--- src/design/clcd_pkg.sv ---
// ----------------------------------------------------------------------------
// clcd_pkg: shared types and constants of the character LCD bus controller
// Phase and operation codes, configuration and item structures, and the
// power-on initialization step decoder.
// ----------------------------------------------------------------------------
package clcd_pkg;

  localparam int DELAY_WIDTH_DEF = 16;

  localparam logic [7:0] CMD_CLEAR       = 8'h01;
  localparam logic [7:0] CMD_HOME        = 8'h02;
  localparam logic [3:0] INIT_NIBBLE     = 4'h3;
  localparam logic [3:0] FOUR_BIT_NIBBLE = 4'h2;

  localparam logic [7:0]  PHASE_TICKS_RST      = 8'd1;
  localparam logic [15:0] POWER_ON_WAIT_RST    = 16'd15000;
  localparam logic [15:0] FIRST_INIT_WAIT_RST  = 16'd5000;
  localparam logic [15:0] SECOND_INIT_WAIT_RST = 16'd200;
  localparam logic [7:0]  FUNCTION_SET_RST     = 8'h28;
  localparam logic [7:0]  DISPLAY_CMD_RST      = 8'd15;

  typedef enum logic [4:0] {
    PH_IDLE  = 5'd0,
    PH_WAIT  = 5'd1,
    PH_POLL0 = 5'd2,
    PH_POLL1,
    PH_POLL2,
    PH_POLL3,
    PH_POLL4,
    PH_WR0,
    PH_WR1,
    PH_WR2,
    PH_WR3,
    PH_WR4,
    PH_WR5,
    PH_RD0,
    PH_RD1,
    PH_RD2,
    PH_RD3,
    PH_RD4,
    PH_RD5,
    PH_NB0,
    PH_NB1,
    PH_NB2
  } phase_t;

  typedef enum logic [2:0] {
    OP_TICK     = 3'd0,
    OP_WR_INSTR = 3'd1,
    OP_WR_DATA  = 3'd2,
    OP_RD_BUSY  = 3'd3,
    OP_RD_DATA  = 3'd4,
    OP_INIT     = 3'd5
  } op_t;

  typedef enum logic [2:0] {
    CFG_PHASE_TICKS      = 3'd0,
    CFG_POWER_ON_WAIT    = 3'd1,
    CFG_FIRST_INIT_WAIT  = 3'd2,
    CFG_SECOND_INIT_WAIT = 3'd3,
    CFG_FUNCTION_SET_CMD = 3'd4,
    CFG_DISPLAY_CMD      = 3'd5
  } cfg_reg_t;

  typedef struct packed {
    logic [7:0]  phase_ticks;
    logic [15:0] power_on_wait;
    logic [15:0] first_init_wait;
    logic [15:0] second_init_wait;
    logic [7:0]  function_set_cmd;
    logic [7:0]  display_cmd;
  } cfg_t;

  typedef struct packed {
    logic [2:0] operation;
    logic [7:0] command_byte;
    logic [3:0] bus_in;
  } item_t;

  typedef struct packed {
    logic       pin_rs;
    logic       pin_rw;
    logic       pin_enable;
    logic [3:0] pin_data;
    logic       data_drive;
    logic       ready_res;
    logic       read_valid;
    logic [7:0] read_byte;
    logic       rejected;
  } result_t;

  typedef struct packed {
    logic idle;
    logic delay_zero;
  } status_t;

  // Outcome of one initialization step: the phase to enter, its raw length,
  // the advanced step and the holding registers it loads.
  typedef struct packed {
    phase_t      ph;
    logic [15:0] ticks;
    logic [3:0]  step;
    logic        hold_we;
    logic [3:0]  hold;
    logic        pend_we;
    logic [7:0]  pend;
  } igo_t;

  // A step whose wait is zero falls through to the nibble that follows it.
  function automatic igo_t init_go(input logic [3:0] step, input cfg_t cfg);
    igo_t r;
    r.ph      = PH_IDLE;
    r.ticks   = 16'd0;
    r.step    = step;
    r.hold_we = 1'b0;
    r.hold    = INIT_NIBBLE;
    r.pend_we = 1'b0;
    r.pend    = 8'd0;
    unique case (step)
      4'd0, 4'd2, 4'd4: begin
        r.ticks = (step == 4'd0) ? cfg.power_on_wait :
                  (step == 4'd2) ? cfg.first_init_wait : cfg.second_init_wait;
        if (r.ticks != 16'd0) begin
          r.ph   = PH_WAIT;
          r.step = step + 4'd1;
        end else begin
          r.ph      = PH_NB0;
          r.ticks   = {8'd0, cfg.phase_ticks};
          r.hold_we = 1'b1;
          r.step    = step + 4'd2;
        end
      end
      4'd1, 4'd3, 4'd5, 4'd6: begin
        r.ph      = PH_NB0;
        r.ticks   = {8'd0, cfg.phase_ticks};
        r.hold_we = 1'b1;
        r.hold    = (step == 4'd6) ? FOUR_BIT_NIBBLE : INIT_NIBBLE;
        r.step    = step + 4'd1;
      end
      4'd7, 4'd8, 4'd9, 4'd10: begin
        r.ph      = PH_POLL0;
        r.ticks   = {8'd0, cfg.phase_ticks};
        r.pend_we = 1'b1;
        r.pend    = (step == 4'd7) ? cfg.function_set_cmd :
                    (step == 4'd8) ? CMD_CLEAR :
                    (step == 4'd9) ? CMD_HOME : cfg.display_cmd;
        r.step    = step + 4'd1;
      end
      default: begin
        r.ph = PH_IDLE;
      end
    endcase
    return r;
  endfunction

endpackage

--- src/design/clcd_if.sv ---
// ----------------------------------------------------------------------------
// clcd_if: valid/ready channels of the character LCD bus controller
// One interface for the tick items coming in and one for the pin results.
// ----------------------------------------------------------------------------
interface clcd_in_if;
  logic       valid;
  logic       ready;
  logic [2:0] operation;
  logic [7:0] command_byte;
  logic [3:0] bus_in;

  modport source (output valid, output operation, output command_byte, output bus_in,
                  input ready);
  modport sink (input valid, input operation, input command_byte, input bus_in,
                output ready);
endinterface

interface clcd_out_if;
  logic       valid;
  logic       ready;
  logic       pin_rs;
  logic       pin_rw;
  logic       pin_enable;
  logic [3:0] pin_data;
  logic       data_drive;
  logic       ready_res;
  logic       read_valid;
  logic [7:0] read_byte;
  logic       rejected;

  modport source (output valid, output pin_rs, output pin_rw, output pin_enable,
                  output pin_data, output data_drive, output ready_res,
                  output read_valid, output read_byte, output rejected,
                  input ready);
  modport sink (input valid, input pin_rs, input pin_rw, input pin_enable,
                input pin_data, input data_drive, input ready_res,
                input read_valid, input read_byte, input rejected,
                output ready);
endinterface

--- src/design/char_lcd_4bit_bus_controller.sv ---
// ----------------------------------------------------------------------------
// char_lcd_4bit_bus_controller: character LCD controller for a 4-bit bus
// Each input transfer is one time tick carrying an optional command and the
// nibble sampled from the display; each tick gives one pin result transfer.
//
// in_chan carries operation, command_byte and bus_in; out_chan carries the
// pin levels, ready_res, read_valid, read_byte and rejected for that tick.
// The cfg_ port writes the timing and init command registers, one register
// per cycle at cfg_index; the user must write only while no tick is in
// flight, as the block itself does not enforce it. A tick taken on in_chan
// lands in the input register, is worked out into the result register,
// and is offered on out_chan from then on. Throughput: one tick per cycle
// while the receiver does not stall; the sequencer step is worked out
// between the input register and the result register, and both refill
// every cycle. When the receiver stalls, the result register holds, the
// sequencer does not advance, and in_chan deasserts ready as soon as the
// input register holds a tick. Reset returns the sequencer to idle and
// the registers to their power-up defaults; no clearing pass follows.
// ----------------------------------------------------------------------------
module char_lcd_4bit_bus_controller
  import clcd_pkg::*;
#(
  parameter int DELAY_WIDTH = DELAY_WIDTH_DEF
) (
  input  logic        clk,
  input  logic        rst_n,
  clcd_in_if.sink     in_chan,
  clcd_out_if.source  out_chan,
  input  logic        cfg_we,
  input  logic [2:0]  cfg_index,
  input  logic [15:0] cfg_data
);

  cfg_t    cfg;
  item_t   item;
  logic    in_v;
  logic    can_load;
  logic    adv;
  result_t result;
  status_t st;

  assign adv = in_v && can_load;

  clcd_cfg_regs u_cfg (
    .clk       (clk),
    .rst_n     (rst_n),
    .cfg_we    (cfg_we),
    .cfg_index (cfg_index),
    .cfg_data  (cfg_data),
    .cfg       (cfg)
  );

  clcd_in_reg u_in (
    .clk        (clk),
    .rst_n      (rst_n),
    .in_chan    (in_chan),
    .adv        (adv),
    .item       (item),
    .item_valid (in_v)
  );

  clcd_core #(
    .DELAY_WIDTH (DELAY_WIDTH)
  ) u_core (
    .clk    (clk),
    .rst_n  (rst_n),
    .adv    (adv),
    .item   (item),
    .cfg    (cfg),
    .result (result),
    .status (st)
  );

  clcd_out_reg u_out (
    .clk      (clk),
    .rst_n    (rst_n),
    .adv      (adv),
    .result   (result),
    .can_load (can_load),
    .out_chan (out_chan)
  );

`ifndef NO_ASSERTIONS
  a_adv_loads: assert property (@(posedge clk) disable iff (!rst_n)
    adv |=> out_chan.valid)
    else $error("processed tick did not reach the result register");

  a_item_held: assert property (@(posedge clk) disable iff (!rst_n)
    (in_v && !adv) |=> in_v)
    else $error("pending tick dropped from the input register");

  a_no_adv_stall: assert property (@(posedge clk) disable iff (!rst_n)
    (out_chan.valid && !out_chan.ready) |-> !adv)
    else $error("sequencer advanced while the result register was stalled");

  a_idle_delay: assert property (@(posedge clk) disable iff (!rst_n)
    st.idle == st.delay_zero)
    else $error("phase countdown inconsistent with idle state");
`endif

endmodule

--- src/design/clcd_cfg_regs.sv ---
// ----------------------------------------------------------------------------
// clcd_cfg_regs: configuration registers
// Timing and initialization command registers behind a plain write port.
// ----------------------------------------------------------------------------
module clcd_cfg_regs
  import clcd_pkg::*;
(
  input  logic        clk,
  input  logic        rst_n,
  input  logic        cfg_we,
  input  logic [2:0]  cfg_index,
  input  logic [15:0] cfg_data,
  output cfg_t        cfg
);

  cfg_t cfg_r;

  always_ff @(posedge clk) begin
    if (!rst_n) begin
      cfg_r.phase_ticks      <= PHASE_TICKS_RST;
      cfg_r.power_on_wait    <= POWER_ON_WAIT_RST;
      cfg_r.first_init_wait  <= FIRST_INIT_WAIT_RST;
      cfg_r.second_init_wait <= SECOND_INIT_WAIT_RST;
      cfg_r.function_set_cmd <= FUNCTION_SET_RST;
      cfg_r.display_cmd      <= DISPLAY_CMD_RST;
    end else if (cfg_we) begin
      unique case (cfg_index)
        CFG_PHASE_TICKS:      cfg_r.phase_ticks      <= cfg_data[7:0];
        CFG_POWER_ON_WAIT:    cfg_r.power_on_wait    <= cfg_data;
        CFG_FIRST_INIT_WAIT:  cfg_r.first_init_wait  <= cfg_data;
        CFG_SECOND_INIT_WAIT: cfg_r.second_init_wait <= cfg_data;
        CFG_FUNCTION_SET_CMD: cfg_r.function_set_cmd <= cfg_data[7:0];
        CFG_DISPLAY_CMD:      cfg_r.display_cmd      <= cfg_data[7:0];
        default: begin
        end
      endcase
    end
  end

  assign cfg = cfg_r;

endmodule

--- src/design/clcd_in_reg.sv ---
// ----------------------------------------------------------------------------
// clcd_in_reg: input register
// Captures one tick item and holds it until the sequencer consumes it.
// ----------------------------------------------------------------------------
module clcd_in_reg
  import clcd_pkg::*;
(
  input  logic       clk,
  input  logic       rst_n,
  clcd_in_if.sink    in_chan,
  input  logic       adv,
  output item_t      item,
  output logic       item_valid
);

  logic  valid_r;
  item_t item_r;

  assign in_chan.ready = !valid_r || adv;

  always_ff @(posedge clk) begin
    if (!rst_n) begin
      valid_r <= 1'b0;
    end else if (in_chan.valid && in_chan.ready) begin
      valid_r <= 1'b1;
    end else if (adv) begin
      valid_r <= 1'b0;
    end
  end

  always_ff @(posedge clk) begin
    if (in_chan.valid && in_chan.ready) begin
      item_r.operation    <= in_chan.operation;
      item_r.command_byte <= in_chan.command_byte;
      item_r.bus_in       <= in_chan.bus_in;
    end
  end

  assign item       = item_r;
  assign item_valid = valid_r;

endmodule

--- src/design/clcd_core.sv ---
// ----------------------------------------------------------------------------
// clcd_core: pin phase sequencer
// Holds the sequencer state and works out one tick: command start, pin
// pattern of the current phase, and the phase countdown and transitions.
// ----------------------------------------------------------------------------
module clcd_core
  import clcd_pkg::*;
#(
  parameter int DELAY_WIDTH = DELAY_WIDTH_DEF
) (
  input  logic    clk,
  input  logic    rst_n,
  input  logic    adv,
  input  item_t   item,
  input  cfg_t    cfg,
  output result_t result,
  output status_t status
);

  localparam logic [31:0] DelayMax = 32'hFFFF_FFFF >> (32 - DELAY_WIDTH);

  function automatic logic [DELAY_WIDTH-1:0] sat_ticks(input logic [15:0] t);
    logic [31:0] w;
    w = {16'd0, t};
    if (w == 32'd0) w = 32'd1;
    if (w > DelayMax) w = DelayMax;
    return w[DELAY_WIDTH-1:0];
  endfunction

  phase_t                 ph_r, ph_a, ph_nxt;
  logic [DELAY_WIDTH-1:0] delay_r, dly_a, delay_nxt;
  logic [7:0]             pend_r, pend_a, pend_nxt;
  logic [2:0]             op_r, op_a;
  logic [3:0]             step_r, step_a, step_nxt;
  logic [3:0]             hold_r, hold_a, hold_nxt;
  logic                   busy_r, busy_nxt;
  logic [7:0]             rhold_r, rhold_nxt;
  logic                   ready, rej, valid;
  logic                   rs, rw, en, drive;
  logic [3:0]             data;
  logic [DELAY_WIDTH-1:0] pin_ticks;
  igo_t                   ig_a, ig_f;

  assign pin_ticks = sat_ticks({8'd0, cfg.phase_ticks});
  assign ig_a      = init_go(4'd0, cfg);
  assign ig_f      = init_go(step_a, cfg);
  assign ready     = (ph_r == PH_IDLE);

  // Command start: an operation taken while idle enters its first phase
  // on this same tick.
  always_comb begin
    ph_a   = ph_r;
    dly_a  = delay_r;
    pend_a = pend_r;
    op_a   = op_r;
    step_a = step_r;
    hold_a = hold_r;
    rej    = 1'b0;
    if (item.operation >= OP_WR_INSTR && item.operation <= OP_INIT) begin
      if (!ready) begin
        rej = 1'b1;
      end else begin
        op_a   = item.operation;
        pend_a = item.command_byte;
        if (item.operation == OP_RD_BUSY) begin
          ph_a  = PH_RD0;
          dly_a = pin_ticks;
        end else if (item.operation == OP_INIT) begin
          ph_a   = ig_a.ph;
          step_a = ig_a.step;
          dly_a  = (ig_a.ph == PH_IDLE) ? '0 : sat_ticks(ig_a.ticks);
          if (ig_a.hold_we) hold_a = ig_a.hold;
          if (ig_a.pend_we) pend_a = ig_a.pend;
        end else begin
          ph_a  = PH_POLL0;
          dly_a = pin_ticks;
        end
      end
    end
  end

  // Pin pattern of the phase in force on this tick.
  always_comb begin
    rs    = 1'b0;
    rw    = 1'b0;
    en    = 1'b0;
    data  = 4'd0;
    drive = 1'b0;
    if (ph_a >= PH_POLL0 && ph_a <= PH_POLL4) begin
      rw = 1'b1;
      en = (ph_a == PH_POLL1) || (ph_a == PH_POLL3);
    end else if (ph_a >= PH_WR0 && ph_a <= PH_WR5) begin
      rs    = (op_a == OP_WR_DATA);
      en    = (ph_a == PH_WR1) || (ph_a == PH_WR4);
      data  = (ph_a < PH_WR3) ? pend_a[7:4] : pend_a[3:0];
      drive = 1'b1;
    end else if (ph_a >= PH_RD0 && ph_a <= PH_RD5) begin
      rs = (op_a == OP_RD_DATA);
      rw = 1'b1;
      en = (ph_a == PH_RD1) || (ph_a == PH_RD4);
    end else if (ph_a >= PH_NB0 && ph_a <= PH_NB2) begin
      en    = (ph_a == PH_NB1);
      data  = hold_a;
      drive = 1'b1;
    end
  end

  // Countdown, sampling on the last tick of a phase, and the next phase.
  always_comb begin
    ph_nxt    = ph_a;
    delay_nxt = dly_a;
    step_nxt  = step_a;
    hold_nxt  = hold_a;
    pend_nxt  = pend_a;
    busy_nxt  = busy_r;
    rhold_nxt = rhold_r;
    valid     = 1'b0;
    if (ph_a != PH_IDLE) begin
      if (dly_a > DELAY_WIDTH'(1)) begin
        delay_nxt = dly_a - DELAY_WIDTH'(1);
      end else begin
        if (ph_a == PH_POLL1) busy_nxt = item.bus_in[3];
        if (ph_a == PH_RD1) hold_nxt = item.bus_in;
        if (ph_a == PH_RD4) rhold_nxt = {hold_a, item.bus_in};
        priority if (ph_a == PH_POLL4) begin
          delay_nxt = pin_ticks;
          if (busy_nxt) ph_nxt = PH_POLL0;
          else if (op_a == OP_RD_DATA) ph_nxt = PH_RD0;
          else ph_nxt = PH_WR0;
        end else if (ph_a == PH_RD5) begin
          ph_nxt    = PH_IDLE;
          delay_nxt = '0;
          valid     = 1'b1;
        end else if (ph_a == PH_WAIT || ph_a == PH_NB2 ||
                     (ph_a == PH_WR5 && op_a == OP_INIT)) begin
          ph_nxt    = ig_f.ph;
          step_nxt  = ig_f.step;
          delay_nxt = (ig_f.ph == PH_IDLE) ? '0 : sat_ticks(ig_f.ticks);
          if (ig_f.hold_we) hold_nxt = ig_f.hold;
          if (ig_f.pend_we) pend_nxt = ig_f.pend;
        end else if ((ph_a >= PH_POLL0 && ph_a < PH_WR5) ||
                     (ph_a >= PH_WR0 && ph_a < PH_RD5 && ph_a != PH_WR5) ||
                     (ph_a >= PH_NB0 && ph_a < PH_NB2)) begin
          ph_nxt    = phase_t'(ph_a + 5'd1);
          delay_nxt = pin_ticks;
        end else begin
          ph_nxt    = PH_IDLE;
          delay_nxt = '0;
        end
      end
    end
  end

  always_ff @(posedge clk) begin
    if (!rst_n) begin
      ph_r    <= PH_IDLE;
      delay_r <= '0;
      pend_r  <= 8'd0;
      op_r    <= OP_TICK;
      step_r  <= 4'd0;
      hold_r  <= 4'd0;
      busy_r  <= 1'b0;
      rhold_r <= 8'd0;
    end else if (adv) begin
      ph_r    <= ph_nxt;
      delay_r <= delay_nxt;
      pend_r  <= pend_nxt;
      op_r    <= op_a;
      step_r  <= step_nxt;
      hold_r  <= hold_nxt;
      busy_r  <= busy_nxt;
      rhold_r <= rhold_nxt;
    end
  end

  assign result.pin_rs     = rs;
  assign result.pin_rw     = rw;
  assign result.pin_enable = en;
  assign result.pin_data   = data;
  assign result.data_drive = drive;
  assign result.ready_res  = ready;
  assign result.read_valid = valid;
  assign result.read_byte  = rhold_nxt;
  assign result.rejected   = rej;

  assign status.idle       = (ph_r == PH_IDLE);
  assign status.delay_zero = (delay_r == '0);

endmodule

--- src/design/clcd_out_reg.sv ---
// ----------------------------------------------------------------------------
// clcd_out_reg: result register
// Holds one tick's pin result until the receiver takes it.
// ----------------------------------------------------------------------------
module clcd_out_reg
  import clcd_pkg::*;
(
  input  logic      clk,
  input  logic      rst_n,
  input  logic      adv,
  input  result_t   result,
  output logic      can_load,
  clcd_out_if.source out_chan
);

  logic    valid_r;
  result_t res_r;

  assign can_load = !valid_r || out_chan.ready;

  always_ff @(posedge clk) begin
    if (!rst_n) begin
      valid_r <= 1'b0;
    end else if (adv) begin
      valid_r <= 1'b1;
    end else if (out_chan.ready) begin
      valid_r <= 1'b0;
    end
  end

  always_ff @(posedge clk) begin
    if (adv) begin
      res_r <= result;
    end
  end

  assign out_chan.valid      = valid_r;
  assign out_chan.pin_rs     = res_r.pin_rs;
  assign out_chan.pin_rw     = res_r.pin_rw;
  assign out_chan.pin_enable = res_r.pin_enable;
  assign out_chan.pin_data   = res_r.pin_data;
  assign out_chan.data_drive = res_r.data_drive;
  assign out_chan.ready_res  = res_r.ready_res;
  assign out_chan.read_valid = res_r.read_valid;
  assign out_chan.read_byte  = res_r.read_byte;
  assign out_chan.rejected   = res_r.rejected;

endmodule

--- src/flat_wrapper.sv ---
// flat-port wrapper written by rule: the top's interface ports become plain ports
module char_lcd_4bit_bus_controller_flat import clcd_pkg::*;
#(
  parameter int DELAY_WIDTH = DELAY_WIDTH_DEF
)
  (clk, rst_n, cfg_we, cfg_index, cfg_data, in_chan_valid, in_chan_operation, in_chan_command_byte, in_chan_bus_in, in_chan_ready, out_chan_valid, out_chan_pin_rs, out_chan_pin_rw, out_chan_pin_enable, out_chan_pin_data, out_chan_data_drive, out_chan_ready_res, out_chan_read_valid, out_chan_read_byte, out_chan_rejected, out_chan_ready);
  clcd_in_if in_chan_i ();
  clcd_out_if out_chan_i ();
  input  logic clk;
  input  logic rst_n;
  input  logic cfg_we;
  input  logic [2:0] cfg_index;
  input  logic [15:0] cfg_data;
  input wire logic [$bits(in_chan_i.valid)-1:0] in_chan_valid;
  input wire logic [$bits(in_chan_i.operation)-1:0] in_chan_operation;
  input wire logic [$bits(in_chan_i.command_byte)-1:0] in_chan_command_byte;
  input wire logic [$bits(in_chan_i.bus_in)-1:0] in_chan_bus_in;
  output wire logic [$bits(in_chan_i.ready)-1:0] in_chan_ready;
  output wire logic [$bits(out_chan_i.valid)-1:0] out_chan_valid;
  output wire logic [$bits(out_chan_i.pin_rs)-1:0] out_chan_pin_rs;
  output wire logic [$bits(out_chan_i.pin_rw)-1:0] out_chan_pin_rw;
  output wire logic [$bits(out_chan_i.pin_enable)-1:0] out_chan_pin_enable;
  output wire logic [$bits(out_chan_i.pin_data)-1:0] out_chan_pin_data;
  output wire logic [$bits(out_chan_i.data_drive)-1:0] out_chan_data_drive;
  output wire logic [$bits(out_chan_i.ready_res)-1:0] out_chan_ready_res;
  output wire logic [$bits(out_chan_i.read_valid)-1:0] out_chan_read_valid;
  output wire logic [$bits(out_chan_i.read_byte)-1:0] out_chan_read_byte;
  output wire logic [$bits(out_chan_i.rejected)-1:0] out_chan_rejected;
  input wire logic [$bits(out_chan_i.ready)-1:0] out_chan_ready;
  assign in_chan_i.valid = in_chan_valid;
  assign in_chan_i.operation = in_chan_operation;
  assign in_chan_i.command_byte = in_chan_command_byte;
  assign in_chan_i.bus_in = in_chan_bus_in;
  assign in_chan_ready = in_chan_i.ready;
  assign out_chan_valid = out_chan_i.valid;
  assign out_chan_pin_rs = out_chan_i.pin_rs;
  assign out_chan_pin_rw = out_chan_i.pin_rw;
  assign out_chan_pin_enable = out_chan_i.pin_enable;
  assign out_chan_pin_data = out_chan_i.pin_data;
  assign out_chan_data_drive = out_chan_i.data_drive;
  assign out_chan_ready_res = out_chan_i.ready_res;
  assign out_chan_read_valid = out_chan_i.read_valid;
  assign out_chan_read_byte = out_chan_i.read_byte;
  assign out_chan_rejected = out_chan_i.rejected;
  assign out_chan_i.ready = out_chan_ready;
  char_lcd_4bit_bus_controller #(.DELAY_WIDTH(DELAY_WIDTH)) u_core (.clk(clk), .rst_n(rst_n), .in_chan(in_chan_i), .out_chan(out_chan_i), .cfg_we(cfg_we), .cfg_index(cfg_index), .cfg_data(cfg_data));
endmodule
--- config.mk ---
export PLATFORM = sky130hd
export DESIGN_NAME = char_lcd_4bit_bus_controller_flat
export DESIGN_NICKNAME = d
export VERILOG_FILES = /design/src/design/clcd_pkg.sv /design/src/design/clcd_if.sv /design/src/design/char_lcd_4bit_bus_controller.sv /design/src/design/clcd_cfg_regs.sv /design/src/design/clcd_in_reg.sv /design/src/design/clcd_core.sv /design/src/design/clcd_out_reg.sv /design/src/flat_wrapper.sv
export SDC_FILE = /design/constraint.sdc
export NUM_CORES = 1
export LEC_CHECK = 0
export BUFFER_PORTS_ARGS = -buffer_cell sky130_fd_sc_hd__clkbuf_2
export CORE_ASPECT_RATIO = 1.25
export CORE_MARGIN = 4
export CORE_UTILIZATION = 40
export DETAILED_ROUTE_END_ITERATION = 10
export PLACE_DENSITY_LB_ADDON = 0.15
export SYNTH_ARGS = -nofsm -noshare
export SYNTH_HDL_FRONTEND = slang
export SYNTH_SLANG_ARGS = --single-unit
--- constraint.sdc ---
create_clock -name clk -period 6.7 [get_ports clk]
set_input_delay 1.34 -clock clk [delete_from_list [all_inputs] [get_ports clk]]
set_output_delay 1.34 -clock clk [all_outputs]
set_load 0.05 [all_outputs]
# ---- Yosys cells after proc, flatten, opt, wreduce, memory -nomap -nowiden
# Index checks and enable logic that the tools add are counted.
dict set report word_totals {
  regBits 157
  inputBits 39
}
dict set report op_classes {
  n_addsub 4
  magnitude_cmp 18
  n_eq_ne 33
  n_mux 115
  bitwise_logic 2
  reduce_logical 48
}
# operator n
set ops {}
lappend ops {{$mux W16} 21}
lappend ops {{$mux W32} 9}
lappend ops {{$mux W8} 15}
lappend ops {{$mux W4} 28}
lappend ops {{$gt A32 B16 Y1 const B} 3}
lappend ops {{$mux W5} 12}
lappend ops {{$pmux W20 S2} 1}
lappend ops {{$logic_not A16 Y1} 2}
lappend ops {{$reduce_bool A16 Y1} 2}
lappend ops {{$mux W1} 23}
lappend ops {{$eq A5 B4 Y1 const B} 4}
lappend ops {{$eq A5 B5 Y1 const B} 4}
lappend ops {{$eq A4 B3 Y1 const B} 4}
lappend ops {{$gt A16 B1 Y1 const B} 1}
lappend ops {{$sub A16 B1 Y16 const B} 1}
lappend ops {{$eq A3 B3 Y1 const B} 5}
lappend ops {{$logic_not A5 Y1} 3}
lappend ops {{$pmux W5 S3} 1}
lappend ops {{$eq A3 B2 Y1 const B} 4}
lappend ops {{$eq A4 B4 Y1 const B} 3}
lappend ops {{$logic_and A1 B1 Y1} 12}
lappend ops {{$reduce_and A2 Y1} 6}
lappend ops {{$eq A5 B3 Y1 const B} 2}
lappend ops {{$le A5 B5 Y1 const B} 2}
lappend ops {{35 further kinds} 52}

# ---- Logic depth before layout (Yosys ltp)
dict set report logic_depth {
  ltp_word 27
  depth_mapped 21
  depth_no_buf 16
}

# ---- Cells and area by module
# From an unflattened synthesis, not the netlist that was laid out.
dict set report hier_totals {
  cells_unflattened 1158
  area_unflattened_um2 9750.6
}
# mod instances cells_per_inst area_each_um2
set by_module_without_submodules {}
lappend by_module_without_submodules {clcd_core 1 835 5763.0}
lappend by_module_without_submodules {clcd_cfg_regs 1 279 2854.0}
lappend by_module_without_submodules {clcd_out_reg 1 23 619.3}
lappend by_module_without_submodules {clcd_in_reg 1 20 508.0}
lappend by_module_without_submodules {char_lcd_4bit_bus_controller 1 1 6.3}

# ---- Worst setup path before layout
# No wires, ideal clock.
dict set report synth_path {
  kind {register to register}
  startpoint {register u_core.u_core.ph_r[3]}
  endpoint {register u_core.u_core.delay_r[0]}
  setup_ps 59
  arrival_time_ps 5132
  path_slack_ps 1509
  stages_incl_launch_ff 21
  path_buffers 5
  period_less_slack_ps 5191
  path_cell_list {dfxtp_1 > buf_6 > or4_4 > buf_6 > clkbuf_1 > nor2_1 > buf_2 > nand2_1 > o21ai_0 > ha_1 > clkbuf_1 > nor4b_1 > o21a_1 > a211oi_1 > or4_1 > or4_1 > o31a_1 > o21ai_2 > mux2_1 > a21oi_1 > o211a_1}
}
dict set report synth_between {
  elab_chain_len 24
  elab_cells_between_ends 73
}
# item line_no
set synth_rtl {}
lappend synth_rtl {{start: declaration} clcd_core.sv:30} ;# phase_t ph_r, ph_a, ph_nxt;
lappend synth_rtl {{start signal: assignment} clcd_core.sv:165} ;# ph_r <= ph_nxt;
lappend synth_rtl {{$logic_not A5 Y1} n/a}
lappend synth_rtl {{$mux W4} clcd_core.sv:60} ;# if (!ready) begin
lappend synth_rtl {{$mux W4} clcd_core.sv:59} ;# if (item.operation >= OP_WR_INSTR && item.operation <= OP_INIT) begin
lappend synth_rtl {{$eq A4 B2 Y1} {clcd_pkg.sv:119, clcd_pkg.sv:122}}
lappend synth_rtl {{$mux W16} clcd_pkg.sv:122} ;# (step == 4'd2) ? cfg.first_init_wait : cfg.second_init_wait;
lappend synth_rtl {{$mux W16} clcd_pkg.sv:121} ;# r.ticks = (step == 4'd0) ? cfg.power_on_wait :
lappend synth_rtl {{$reduce_bool A16 Y1} clcd_pkg.sv:123} ;# if (r.ticks != 16'd0) begin
lappend synth_rtl {{$mux W16} clcd_pkg.sv:123}
lappend synth_rtl {{(+8 left out)} n/a}
lappend synth_rtl {{$gt A32 B16 Y1} clcd_core.sv:26} ;# if (w > DelayMax) w = DelayMax;
lappend synth_rtl {{$mux W16} clcd_core.sv:26}
lappend synth_rtl {{$mux W16} clcd_core.sv:138} ;# delay_nxt = (ig_f.ph == PH_IDLE) ? '0 : sat_ticks(ig_f.ticks);
lappend synth_rtl {{$mux W16} clcd_core.sv:134} ;# end else if (ph_a == PH_WAIT || ph_a == PH_NB2 ||
lappend synth_rtl {{$mux W16} clcd_core.sv:130} ;# end else if (ph_a == PH_RD5) begin
lappend synth_rtl {{$mux W16} clcd_core.sv:125} ;# priority if (ph_a == PH_POLL4) begin
lappend synth_rtl {{$mux W16} clcd_core.sv:119} ;# if (dly_a > DELAY_WIDTH'(1)) begin
lappend synth_rtl {{$mux W16 *} clcd_core.sv:118} ;# if (ph_a != PH_IDLE) begin
lappend synth_rtl {{end signal: assignment} clcd_core.sv:166} ;# delay_r <= delay_nxt;
lappend synth_rtl {{end: declaration} clcd_core.sv:31} ;# logic [DELAY_WIDTH-1:0] delay_r, dly_a, delay_nxt;
# Mark *: on every way between the ends. The rest lies on a longest branch, timed or not. The select of a mux whose other input is x is not followed.
# A chain may end at the register's enable or synchronous reset.

# ---- Worst setup path in the final report
dict set report layout_path {
  startpoint {register u_core.u_in.item_r, in the netlist u_core.u_in.item[13]}
  endpoint {register u_core.u_core.delay_r[0]}
}
dict set report layout_between {
  elab_chain_len 26
  elab_cells_between_ends 83
}
# item line_no
set layout_rtl {}
lappend layout_rtl {{start: declaration} clcd_in_reg.sv:17} ;# item_t item_r;
lappend layout_rtl {{$eq A3 B3 Y1} clcd_core.sv:68} ;# end else if (item.operation == OP_INIT) begin
lappend layout_rtl {{$mux W4} clcd_core.sv:68}
lappend layout_rtl {{$mux W4} clcd_core.sv:65} ;# if (item.operation == OP_RD_BUSY) begin
lappend layout_rtl {{$mux W4} clcd_core.sv:60}
lappend layout_rtl {{$mux W4} clcd_core.sv:59}
lappend layout_rtl {{$eq A4 B2 Y1} {clcd_pkg.sv:119, clcd_pkg.sv:122}}
lappend layout_rtl {{$mux W16} clcd_pkg.sv:122}
lappend layout_rtl {{$mux W16} clcd_pkg.sv:121}
lappend layout_rtl {{(+10 left out)} n/a}
lappend layout_rtl {{$gt A32 B16 Y1} clcd_core.sv:26}
lappend layout_rtl {{$mux W16} clcd_core.sv:26}
lappend layout_rtl {{$mux W16} clcd_core.sv:138}
lappend layout_rtl {{$mux W16} clcd_core.sv:134}
lappend layout_rtl {{$mux W16} clcd_core.sv:130}
lappend layout_rtl {{$mux W16} clcd_core.sv:125}
lappend layout_rtl {{$mux W16} clcd_core.sv:119}
lappend layout_rtl {{$mux W16 *} clcd_core.sv:118}
# Marked as above.

==> metrics.txt <==
full die area=24,750 µm²; PD cells=251.9 nW/µm²; Core ar.=21,700 µm²; Synth top cells by count=nand2_1, dfxtp_1, nor2_1, clkbuf_1, a21boi_0; post-route insts no fill=1,418; Tot Pwr=2.508 mW; share of cells above drive strength 1=12.20%; cell chosen for the clock root=clkbuf_16; Die H=174.9 µm; routed wire length per instance=20.28 µm; P&R area growth vs syn=11.68%; Via density=6.048; period utilisation layout=92.93%; nature of the critical path startpoint=flip-flop; fillcell total=2,197; Die X=141.5 µm; max_cap viols=0; synthesized flop and latch total=157; Register Area=3483 µm²; Max Clock Freq=160.6 MHz; Synth Instances=1,105; Final ANT Viol Nets=0; post-synthesis sequential area ratio=39.08%; Post-Synthesis Cell Area=8914 µm²; count of flip-flops with a built-in enable after synthesis=34; top-area cell type share of the netlist area=27.62%; number of slew-limit violations in the final report=0; CP max FO=20; Final nets=1,176; clock-pin transition on the worst setup and hold timing paths=70 ps; DRT Wirelength=28,750 µm; CP Data Required Time=7070 ps; DRC Markers=0; clock period minus worst slack=6226 ps; Post-Place Cell Area=9395 µm²; post-cts repair resize count=0; most instantiated library cell after synthesis=nand2_1; Final Setup Violations=0; starting DRC count in detailed routing=794; Ant. Diodes=0; TritonCTS buffer count=17; Critical Setup Path Class=reg -> reg; vias in the first global route=8,219; final-report hold violation count=0; area of the multi-input gates=5092 µm²; GRT Residual Overflow=0; CP Capture Type=flip-flop; first-pass GRT wire length=45,850 µm; hold_buf cts=0; status=finished, final reports clean; design area=9955 µm²; Mapped Nets=1,155; pre-CTS setup slack=601.1 ps; DRT Pass-1 Iters=6; fraction of registers with async set/reset=0%; pin count of the biggest net entering global routing=93; Starting Density=41.08%; largest cells by area after synthesis=dfxtp_1, edfxtp_1, nand2_1; Cell Count Post-Placement=1,386; count of cell types in the netlist=87; Tot GR Track Use=23.05%; worst hold margin=465.5 ps; Ys Warns=0; Least-Margin Pin Slew=1116 ps; IR drop worst, VDD=0.1838 mV; H-Tree Depth=4; top_reg_cell synth=dfxtp_1; CTS sink count=157; Setup Total Neg Slack=0 ps; worst min path class=reg -> reg; final setup skew=17.66 ps; Post-DP HPWL=20,430 µm; GP Congestion=0.9306; LEAKAGE=3.643 nW; DR vias=8,576; Rows=60; CTS tree=done; leading area contributor after synthesis=dfxtp_1; port bufs=59; Rel. slew slack=25.42%; syn avg cell area=8.067 µm²; initial antenna violation count=0; unrepaired setup endpoints after global routing=false; arrival time at the worst endpoint=6590 ps; I/O pin cnt=60; Final WS setup=473.7 ps; Clock Path Buffers=2; clock latency on the worst-skew pair=440 ps; Post-CTS Setup Bufs=0; fin util=45.88%
-- worst paths after layout --
check / to / slack, ps / from / cells after the start
worst max register to register: u_core.u_core.delay_r[0]$_SDFFE_PN0P_ / 470 / u_core.u_in.item[13]$_DFFE_PP_ / 16
worst min-delay path: u_core.u_cfg.cfg[8]$_SDFFE_PN0P_ / 470 / u_core.u_cfg.cfg[8]$_SDFFE_PN0P_ / 2
worst max-delay path: u_core.u_core.delay_r[0]$_SDFFE_PN0P_ / 470 / u_core.u_in.item[13]$_DFFE_PP_ / 16
worst min register to register: u_core.u_cfg.cfg[8]$_SDFFE_PN0P_ / 470 / u_core.u_cfg.cfg[8]$_SDFFE_PN0P_ / 2
-- metal layers --
layer | up-vias | track usage (%) | wire length [µm]
met4 | 0 | 8.560 | 856
met5 | - | 0 | 0
li1 | 4138 | - | -
met1 | 4067 | 30.45 | 12600
met2 | 315 | 37.78 | 13630
met3 | 56 | 3.860 | 1667
-- registers in the layout, indices dropped and copies added (netlist names), 5 cells and up --
name	count
u_core.u_core.pend_r	8
u_core.u_core.rhold_r	8
u_core.u_cfg.cfg	72
u_core.u_out.out_chan.read_byte	8
u_core.u_core.delay_r	16
u_core.u_in.item	15
u_core.u_core.ph_r	5
-- cells by family after synthesis --
group | Yosys count | synth area share (%)
AND/OR/NAND/NOR | 482 | 25.39
AO/OA/AOI/OAI | 347 | 27.05
flip-flops | 157 | 39.08
buffers and inverters | 88 | 4.042
multiplexers | 16 | 2.499
adder cells (fa/ha/maj) | 11 | 1.544
XOR/XNOR | 4 | 0.3931
-- final cells by class --
cell class,count,area share (%)
clock buffer,18,4.311
clock inverter,14,1.307
inverter,16,0.6033
multi-input combinational,860,51.16
sequential,157,34.99
tap,279,3.507
timing repair buffer,74,4.123
-- where the power goes --
part           leakage, nW  total, mW  switching (mW)  internal (mW)
Combinational         2.04      0.525           0.355          0.170
Sequential            1.33       1.04          0.0344           1.01
Clock                0.274      0.939           0.449          0.490
-- layout by cell type, fill, tap and decap left out, types with 5 or more instances in the layout --
| master | n |
|---|---|
| a21oi_1 | 52 |
| a221o_1 | 6 |
| nor2_1 | 89 |
| a22oi_1 | 14 |
| nand2_1 | 216 |
| mux2_2 | 9 |
| clkbuf_2 | 58 |
| clkbuf_16 | 17 |
| o22ai_1 | 18 |
| nand3_1 | 54 |
| o221ai_1 | 5 |
| a31oi_1 | 16 |
| o21a_1 | 8 |
| and2_1 | 6 |
| buf_4 | 16 |
| inv_1 | 14 |
| nor4b_1 | 6 |
| and3_1 | 8 |
| nor2b_1 | 13 |
| o21ai_0 | 54 |
| a22o_1 | 10 |
| nand4_1 | 11 |
| nand2b_1 | 6 |
| nor3_1 | 21 |
| a21boi_0 | 58 |
| a221oi_1 | 9 |
| o211ai_1 | 17 |
| dfxtp_1 | 123 |
| ha_1 | 11 |
| a211oi_1 | 13 |
| edfxtp_1 | 34 |
| nor3b_1 | 10 |
| nor4_1 | 13 |
| o31ai_1 | 13 |
| o21ai_1 | 9 |
-- worst max-delay path, cell delays in order, from the launching register on --
cell      delay [ps]
edfxtp_1         630
or4bb_1          750
or2_1            330
nor2_1           260
a21oi_1          150
inv_1            150
ha_1             560
nand2b_1         430
nor4_1           280
a211oi_1         130
or4_1            500
or4_1            530
o31a_1           390
o21ai_2          350
mux2_1           350
a21oi_1          180
o211a_1          160
Power figures use the tool's default switching activity.
